**config.mk**
```make
export PLATFORM = sky130hd
export DESIGN_NAME = sorted_key_table_core
export DESIGN_NICKNAME = d
export VERILOG_FILES = /design/src/hw/rtl/skt_pkg.sv /design/src/hw/rtl/skt_cell.sv /design/src/hw/rtl/sorted_key_table_core.sv
export SDC_FILE = /design/constraint.sdc
export NUM_CORES = 2
export LEC_CHECK = 0
export ABC_AREA = 1
export BUFFER_PORTS_ARGS = -buffer_cell sky130_fd_sc_hd__buf_2
export CAP_MARGIN = 15
export CORE_ASPECT_RATIO = 1.1
export CORE_MARGIN = 3
export CORE_UTILIZATION = 50
export DETAILED_ROUTE_END_ITERATION = 10
export MAX_ROUTING_LAYER = met4
export PLACE_DENSITY = 0.66
export SYNTH_ARGS = -nofsm -noshare
export SYNTH_HDL_FRONTEND = slang
export SYNTH_SLANG_ARGS = --single-unit
export TNS_END_PERCENT = 100
```
**constraint.sdc**
```tcl
create_clock -name clk -period 7.4 [get_ports clk]
set_input_delay 0.37 -clock clk [delete_from_list [all_inputs] [get_ports clk]]
set_output_delay 0.37 -clock clk [all_outputs]
set_load 0.1 [all_outputs]
```
**src/hw/rtl/skt_pkg.sv**
```systemverilog
// Shared types and codes for the sorted key table.
// Holds the transaction structs, status and command codes, and the cell interface structs.
// No dependencies.
`timescale 1ns / 1ps

package skt_pkg;

	localparam int KEY_W   = 64;
	localparam int VALUE_W = 32;
	localparam int SLOT_W  = 4;

	localparam logic CMD_INSERT = 1'b0;
	localparam logic CMD_LOOKUP = 1'b1;

	localparam logic [1:0] STATUS_OK        = 2'd0;
	localparam logic [1:0] STATUS_NOT_FOUND = 2'd1;
	localparam logic [1:0] STATUS_FULL      = 2'd2;

	typedef struct packed {
		logic               command;
		logic [KEY_W-1:0]   key;
		logic [VALUE_W-1:0] payload;
	} skt_req_t;

	typedef struct packed {
		logic [1:0]         status;
		logic [SLOT_W-1:0]  slot;
		logic [VALUE_W-1:0] found_value;
	} skt_rsp_t;

	typedef struct packed {
		logic               write_en;
		logic [KEY_W-1:0]   key;
		logic [VALUE_W-1:0] value;
	} skt_bcast_t;

	typedef struct packed {
		logic lt;
		logic eq;
		logic le;
		logic move;
		logic take_new;
	} skt_flags_t;

endpackage

```
**src/hw/rtl/skt_cell.sv**
```systemverilog
// One cell of the sorted key table: a key/value register pair with its compare logic.
// Depends on skt_pkg.
`timescale 1ns / 1ps

module skt_cell (
	input  logic                    clk,
	input  skt_pkg::skt_bcast_t     bcast,
	input  logic                    cell_valid,
	input  logic                    first_cell,
	input  skt_pkg::skt_flags_t     left_flags,
	input  logic [skt_pkg::KEY_W-1:0]   left_key,
	input  logic [skt_pkg::VALUE_W-1:0] left_value,
	output logic [skt_pkg::KEY_W-1:0]   key,
	output logic [skt_pkg::VALUE_W-1:0] value,
	output skt_pkg::skt_flags_t     flags
);
	import skt_pkg::*;

	logic [KEY_W-1:0]   key_q;
	logic [VALUE_W-1:0] value_q;
	logic               gt;

	assign gt = key_q > bcast.key;

	always_comb begin
		flags.lt       = key_q < bcast.key;
		flags.eq       = key_q == bcast.key;
		flags.le       = cell_valid && !gt;
		flags.move     = cell_valid && gt;
		flags.take_new = (!cell_valid || gt) && (first_cell || left_flags.le);
	end

	always_ff @(posedge clk) begin
		if (bcast.write_en) begin
			if (left_flags.move) begin
				key_q   <= left_key;
				value_q <= left_value;
			end else if (flags.take_new) begin
				key_q   <= bcast.key;
				value_q <= bcast.value;
			end
		end
	end

	assign key   = key_q;
	assign value = value_q;

endmodule

```
**src/hw/rtl/sorted_key_table_core.sv**
```systemverilog
// Top level of the sorted key table: request control, row of cells and search sequencer.
// Depends on skt_pkg and skt_cell.
//
//   Channel    Handshake          Payload
//   request    start / busy       request  (skt_req_t)
//   response   done strobe        response (skt_rsp_t)
//
// An insert runs as a single step: every cell shifts or loads in parallel.
// A lookup is a binary search, one search probe per cycle through the compare flags
// of the cell selected by the midpoint index.
// The response strobe rises at the same edge that drops busy, so it is high in the first
// cycle with busy low, and it cannot be stalled.
// Reset empties the table at once; no clearing pass is needed.
`timescale 1ns / 1ps

module sorted_key_table_core #(
	parameter int MAX_ENTRIES = 16
) (
	input  logic              clk,
	input  logic              arst_n,
	input  logic              start,
	output logic              busy,
	input  skt_pkg::skt_req_t request,
	output logic              done,
	output skt_pkg::skt_rsp_t response
);
	import skt_pkg::*;

	localparam int CntW = $clog2(MAX_ENTRIES + 1);
	localparam int IdxW = (MAX_ENTRIES > 1) ? $clog2(MAX_ENTRIES) : 1;
	localparam int PadW = IdxW + SLOT_W;

	typedef enum logic [2:0] {
		S_IDLE   = 3'b001,
		S_INSERT = 3'b010,
		S_SEARCH = 3'b100
	} state_t;

	state_t            state_q;
	skt_req_t          req_q;
	logic [CntW-1:0]   count_q;
	logic [CntW-1:0]   low_q;
	logic [CntW-1:0]   high_q;
	logic              done_q;
	skt_rsp_t          rsp_q;

	skt_bcast_t        bcast;
	logic              full;
	logic [KEY_W-1:0]  cell_key   [MAX_ENTRIES];
	logic [VALUE_W-1:0] cell_value [MAX_ENTRIES];
	skt_flags_t        cell_flags [MAX_ENTRIES];

	logic [IdxW-1:0]   pos;
	logic [PadW-1:0]   pos_wide;
	logic [CntW-1:0]   mid;
	logic [IdxW-1:0]   mid_idx;
	logic [PadW-1:0]   mid_wide;

	assign full           = count_q == CntW'(MAX_ENTRIES);
	assign bcast.write_en = (state_q == S_INSERT) && !full;
	assign bcast.key      = req_q.key;
	assign bcast.value    = req_q.payload;

	for (genvar i = 0; i < MAX_ENTRIES; i++) begin : g_cell
		skt_flags_t         lf;
		logic [KEY_W-1:0]   lk;
		logic [VALUE_W-1:0] lv;

		if (i == 0) begin : g_first
			assign lf = '{lt: 1'b0, eq: 1'b0, le: 1'b1, move: 1'b0, take_new: 1'b0};
			assign lk = '0;
			assign lv = '0;
		end else begin : g_rest
			assign lf = cell_flags[i-1];
			assign lk = cell_key[i-1];
			assign lv = cell_value[i-1];
		end

		skt_cell u_cell (
			.clk        (clk),
			.bcast      (bcast),
			.cell_valid (count_q > CntW'(i)),
			.first_cell (i == 0),
			.left_flags (lf),
			.left_key   (lk),
			.left_value (lv),
			.key        (cell_key[i]),
			.value      (cell_value[i]),
			.flags      (cell_flags[i])
		);
	end

	always_comb begin
		pos = '0;
		for (int i = 0; i < MAX_ENTRIES; i++) begin
			if (cell_flags[i].take_new) begin
				pos = pos | IdxW'(i);
			end
		end
	end

	assign pos_wide = PadW'(pos);
	assign mid      = low_q + ((high_q - low_q) >> 1);
	assign mid_idx  = mid[IdxW-1:0];
	assign mid_wide = PadW'(mid_idx);

	always_ff @(posedge clk or negedge arst_n) begin
		if (!arst_n) begin
			state_q <= S_IDLE;
			count_q <= '0;
			done_q  <= 1'b0;
		end else begin
			done_q <= 1'b0;
			unique case (state_q)
				S_IDLE: begin
					if (start) begin
						state_q <= (request.command == CMD_LOOKUP) ? S_SEARCH : S_INSERT;
					end
				end
				S_INSERT: begin
					if (!full) begin
						count_q <= count_q + 1'b1;
					end
					done_q  <= 1'b1;
					state_q <= S_IDLE;
				end
				S_SEARCH: begin
					if (low_q >= high_q || cell_flags[mid_idx].eq) begin
						done_q  <= 1'b1;
						state_q <= S_IDLE;
					end
				end
				default: state_q <= S_IDLE;
			endcase
		end
	end

	always_ff @(posedge clk) begin
		unique case (state_q)
			S_IDLE: begin
				if (start) begin
					req_q  <= request;
					low_q  <= '0;
					high_q <= count_q;
				end
			end
			S_INSERT: begin
				if (full) begin
					rsp_q <= '{status: STATUS_FULL, slot: '0, found_value: '0};
				end else begin
					rsp_q <= '{status: STATUS_OK, slot: pos_wide[SLOT_W-1:0], found_value: '0};
				end
			end
			S_SEARCH: begin
				if (low_q >= high_q) begin
					rsp_q <= '{status: STATUS_NOT_FOUND, slot: '0, found_value: '0};
				end else if (cell_flags[mid_idx].eq) begin
					rsp_q <= '{status: STATUS_OK, slot: mid_wide[SLOT_W-1:0],
						found_value: cell_value[mid_idx]};
				end else if (cell_flags[mid_idx].lt) begin
					low_q <= mid + 1'b1;
				end else begin
					high_q <= mid;
				end
			end
			default: ;
		endcase
	end

	assign busy     = state_q != S_IDLE;
	assign done     = done_q;
	assign response = rsp_q;

endmodule

```
# Word-level counts from Yosys, hierarchy flattened
# Index checks and enable logic that the tools add are counted.
[totals] ff_bits=1689 inputBits=100 out_inout_bits=40
[classes] n_addsub=4 magnitude_cmp=50 eq_ne=28 n_mux=101 bitwise=2 n_reduce_logical=137
[ops] cell="64-bit two-way mux" count=30
[ops] cell="64-bit == test" count=16
[ops] cell="64-bit greater-than comparator" count=16
[ops] cell="64-bit < comparator" count=16
[ops] cell="32-bit two-way mux" count=32
[ops] cell="32-bit binary-select mux with 4-bit select" count=1
[ops] cell="38-bit two-way mux" count=3
[ops] cell="38-bit one-hot mux with 2 select lines" count=1
[ops] cell="5-bit two-way mux" count=10
[ops] cell="1-bit logical AND" count=48
[ops] cell="5-bit by 4-bit greater-than comparator with 1-bit output (second input constant)" count=8
[ops] cell="2-bit AND reduction" count=20
[ops] cell="2-bit nonzero test" count=17
[ops] cell="1-bit zero test" count=33
[ops] cell="4-bit two-way mux" count=8
[ops] cell="3-bit two-way mux" count=7
[ops] cell="5-bit binary-select mux with 4-bit select" count=1
[ops] cell="5-bit by 3-bit greater-than comparator with 1-bit output (second input constant)" count=4
[ops] cell="5-bit one-hot mux with 2 select lines" count=2
[ops] cell="1-bit logical OR" count=17
[ops] cell="2-bit inequality test (second input constant)" count=6
[ops] cell="5-bit by 1-bit adder with 5-bit output (second input constant)" count=2
[ops] cell="5-bit by 1-bit greater-than comparator with 1-bit output (second input constant)" count=2
[ops] cell="5-bit by 2-bit greater-than comparator with 1-bit output (second input constant)" count=2
[ops] cell="other kinds (17)" count=20

# Logic depth before layout (Yosys ltp)
[logic_depth] ltp_word=21 ltp_mapped=24

# By module
# From an unflattened synthesis, not the netlist that was laid out.
[hier_totals] cells_unflattened=11562 area_unflattened_um2=101135.7
[by_module_without_submodules] module="skt_cell" instances=16 cells_per_inst=633 area_each_um2=5655.4
[by_module_without_submodules] module="sorted_key_table_core" instances=1 cells_per_inst=1434 area_each_um2=10649.0

# Worst setup path before layout
# No wires, ideal clock.
[synth_timing] kind="register to register" startpoint="register req_q, in the netlist bcast[55]" endpoint="register g_cell[3].u_cell.key_q[0], enable pin" t_arrival_ps=7329 path_slack_ps=-511 stages_incl_launch_ff=16 path_buffers=3 synth_period_minus_slack_ps=7911 cell_sequence="edfxtp_1 -> inv_1 -> clkbuf_1 -> ha_1 -> nand2_1 -> nor4_1 -> nand2_1 -> clkinv_1 -> nand2_1 -> nand2_1 -> nand2_1 -> nand2_1 -> nand3_2 -> buf_4 -> buf_2 -> a21oi_1"
[synth_via] elab_chain_cells=6 elab_cells_between_ends=9
[synth_lines] element="start: declaration" line="sorted_key_table_core.sv:40" rtl="skt_req_t req_q;"
[synth_lines] element="start signal: assignment" line="sorted_key_table_core.sv:142" rtl="req_q <= request;"
[synth_lines] element="64-bit greater-than comparator" line="skt_cell.sv:23" rtl="assign gt = key_q > bcast.key;"
[synth_lines] element="1-bit zero test" line="skt_cell.sv:28" rtl="flags.le = cell_valid && !gt;"
[synth_lines] element="1-bit logical AND" line="skt_cell.sv:28"
[synth_lines] element="1-bit logical AND" line="skt_cell.sv:30" rtl="flags.take_new = (!cell_valid || gt) && (first_cell || left_flags.le);"
[synth_lines] element="2-bit nonzero test (no source line) *"
[synth_lines] element="2-bit AND reduction (no source line) *"
[synth_lines] element="end signal: assignment" line="skt_cell.sv:36" rtl="key_q <= left_key;"
[synth_lines] element="end signal: assignment" line="skt_cell.sv:39" rtl="key_q <= bcast.key;"
[synth_lines] element="end: declaration" line="skt_cell.sv:19" rtl="logic [KEY_W-1:0] key_q;"
# Mark *: on every way between the ends. The rest lies on a longest branch, timed or not.
# A chain may end at the register's enable or synchronous reset.

# Final worst setup path
[layout_timing] startpoint="register req_q, in the netlist bcast[90]" endpoint="register g_cell[11].u_cell.key_q[57], enable pin"
[layout_via] elab_chain_cells=6 elab_cells_between_ends=9
[layout_lines] element="64-bit greater-than comparator" line="skt_cell.sv:23"
[layout_lines] element="1-bit zero test" line="skt_cell.sv:28"
[layout_lines] element="1-bit logical AND" line="skt_cell.sv:28"
[layout_lines] element="1-bit logical AND" line="skt_cell.sv:30"
[layout_lines] element="2-bit nonzero test (no source line) *"
[layout_lines] element="2-bit AND reduction (no source line) *"
[layout_lines] element="end signal: assignment" line="skt_cell.sv:36"
[layout_lines] element="end signal: assignment" line="skt_cell.sv:39"
[layout_lines] element="end: declaration" line="skt_cell.sv:19"
# Marked as above.

==> results.ini <==
[outcome]
status = complete, no violations

[detailed_routing]
wirelength_um = 258000
top_layer = met4
first_pass_iters = 5
vias = 71200
post_drt_wl_per_cell_um = 21.1
viasPerCell = 5.80
drc = 0
wl_met2_um = 127000
route.met3.wl_um = 16300
drt_iter0_markers = 6179
m1WireLength_um = 105000
postRouteAntennaNets = 0

[floorplanning]
core_area_mm2 = 0.191
rows = 168
fp.dieW_um = 424
die_area_mm2 = 0.198
die_height_um = 466
initial_core_util_pct = 50.4
io_pins = 140

[synthesis]
yosys.area_share.simple_pct = 12.2
synth_top_family_by_area = compound AO/OA/AOI/OAI gates
ys_seq_area_share_pct = 52.6
ys.flop_type = edfxtp_1
ys_async_sr_fraction_pct = 0.533
syn_nets = 10600
synth.distinct_cells = 53
synth_edf_count = 1680
synth_warnings = 0
syn_area_mm2 = 0.0963
synthAdderAreaFrac_pct = 13.5
ys_ff_latch = 1689
synthMuxAreaShare_pct = 2.30
syn_inst = 9463
synth_compound_area_share_pct = 14.3
synthXorXnorAreaFrac_pct = 0.0897
synth_area_per_cell_um2 = 10.2

[global_routing]
grt_remaining_overflow = 0
grt_pass1_wl_um = 398000
track_usage_pct = 26.6
antenna_found_initial = 6
grt_max_degree = 193
grt_pass1_vias = 70300

[worst_setup_path]
worstSetupStartpointType = register
crit_fanout = 79
end_kind = register
critPathBufInv = 3
slowest_stage = a21oi_4
path_delay_family = simple AND/OR/NAND/NOR gates
cp_slowest_stage_delay_ns = 1.12
path_cells = inv_1 -> buf_4 -> ha_1 -> nand2_1 -> nor2_1 -> nand4_1 -> nor2_1 -> nand2_1 -> nor2_1 -> nand2_1 -> nand2_1 -> nand3_4 -> a21oi_4 -> buf_4
worstPathRequired_ns = 7.86
critPathKind = register to register
critical_path_depth = 14
arrival_ns = 6.23
cp_common_cell = nand2_1
r2r_cells = 14

[clock_tree]
clk-insertion-delay-late_ns = 0.86
cts_buffers = 185
clock-sinks = 1689
cts_root_buffer = clkbuf_16
tritoncts = yes
clkTransAtPathRegs_ns = 0.06
cts_resized = 0
htreeDepth = 4
max-clock-path-buffers = 3

[flow_run]
max-cap-violations = 0

[sta]
finalSetupViolations = 0
hold_viol_final = 0
timing.final.crit_period_ns = 5.77
tightest_slew_ns = 1.13
fin_skew_ns = 0.0461
slew_headroom_pct = 24.9
slew_viol_final = 0
finalSetupTns_ns = 0
min_period_over_period_pct = 78.0
hold_ws_ns = 0.146
rsz0062_at_grt = no
max_freq_mhz = 173

[power]
clkPwrFrac_pct = 22.7
p_leak_nw = 42.9
seqPwrFrac_pct = 29.3
switching_power_mw = 18.3
p_comb_share_pct = 48.0
switching_share_pct = 44.5
internal-power_mw = 22.7
p_per_area_mw_per_mm2 = 385
max-vdd-ir-drop_mv = 0.802

[worst_hold_path]
hold_class = input port to asynchronous set/reset pin

[placement]
gp_congestion = 0.919
dp.final_hpwl_um = 173000
io_buffers = 139

[final_layout]
area_delta_synth_final_pct = 10.7
drive_above_1_share_pct = 9.30
fin_nets = 10700

[path summary, 6_finish.rpt]
kind,slack (ns),to,startpoint
max,1.63,g_cell[11].u_cell.key[57],bcast[90]
min,0.15,state_q[0],arst_n
max reg2reg,1.63,g_cell[11].u_cell.key[57],bcast[90]
min reg2reg,0.45,g_cell[0].u_cell.key[19],bcast[51]
max in group asynchronous,6.44,count_q[0],arst_n
min in group clk,0.22,bcast[44],request[44]
[cell families after synthesis]
family / after synthesis
multiplexers: 183
buffers and inverters: 1109
flip-flops: 1689
AO/OA/AOI/OAI: 2493
XOR/XNOR: 9
AND/OR/NAND/NOR: 2939
adder cells (fa/ha/maj): 1041
[power groups by stage]
stage	Sequential [mW]	Clock [mW]	Combinational (mW)
after global routing	12.1	9.81	21.4
after global placement	12.2	0	18.9
after floorplan	12.3	0	12.8
after detailed placement	12.2	0	19.2
final	12.0	9.30	19.7
after CTS	12.0	9.42	19.4
[state kept, by name, summed over array words and instances, names as in the netlist]
name                 cells
g_cell.u_cell.key     1024
g_cell.u_cell.value    512
bcast                   96
response                38
count_q                  5
high_q                   5
low_q                    5
state_q                  3
done                     1
[stage by stage]
stage / instance area [µm²] / cells / power (mW) / setup WS (ns) / util (%)
after floorplan: 96300 / 9463 / 25.1 / 1.03 / -
after global placement: 99600 / 11800 / 31.1 / 1.81 / 52.1
after detailed placement: 99600 / 11800 / 31.5 / 1.72 / 52.1
after CTS: 107000 / 12300 / 40.8 / 1.68 / 55.8
after global routing: 107000 / 12300 / 43.2 / 1.34 / 55.8
final: 107000 / 12300 / 41.0 / 1.63 / 55.8
[repair_timing]
action | 4_1_cts | 5_1_grt
hold buffers | 99 | 0
hold endpoints to repair | 107 | 0
setup buffers | 0 | 0
[layer usage]
layer	up-vias	GRT usage [%]
li1	34100	-
met1	34300	32.6
met2	2342	44.6
met3	473	3.49
met4	0	11.1
met5	-	-
[worst register-to-register path: cells and delay by family, from the launching register on]
family / cells / cell delay (ns)
AND/OR/NAND/NOR: 9 / 2.17
adder cells (fa/ha/maj): 1 / 0.15
AO/OA/AOI/OAI: 1 / 1.13
flip-flops: 1 / 0.39
buffers and inverters: 3 / 1.49
[Yosys cell counts, types with 43 or more instances]
master	number	area share [%]
a21oi_2	136	1.2
mux2_1	45	0.53
nand2_1	1337	5.2
inv_1	607	2.4
nor2_1	1266	4.9
a21oi_1	1481	7.7
o21ai_0	524	2.7
nor3_1	52	0.27
mux2_2	96	1.1
buf_2	192	1.0
o2111ai_1	73	0.66
clkbuf_1	211	0.82
o21ai_1	86	0.45
nand3_1	139	0.72
ha_1	1039	14
edfxtp_1	1680	52
nand4_1	84	0.55
o21a_1	43	0.34
[layout make-up]
type / instances / area (µm²)
diodes: 5 / 12.5
clock buffers: 225 / 4800
clock inverters: 121 / 1230
fillers: 16100 / 84500
inverters: 621 / 2340
multi-input cells: 6665 / 41300
flip-flops and latches: 1689 / 50700
well taps: 2550 / 3190
repair buffers: 390 / 3070
[cell usage in the layout, fill, tap and decap left out, types with 86 or more instances in the layout]
cell type,count
mux2_2,96
buf_4,133
clkbuf_16,186
ha_1,1038
a21oi_1,1465
nand3_1,134
a21oi_2,136
o21ai_1,86
nand2_1,1335
dlygate4sd3_1,99
inv_1,606
buf_2,139
edfxtp_1,1680
nor2_1,1264
o21ai_0,524
Power figures use the tool's default switching activity.
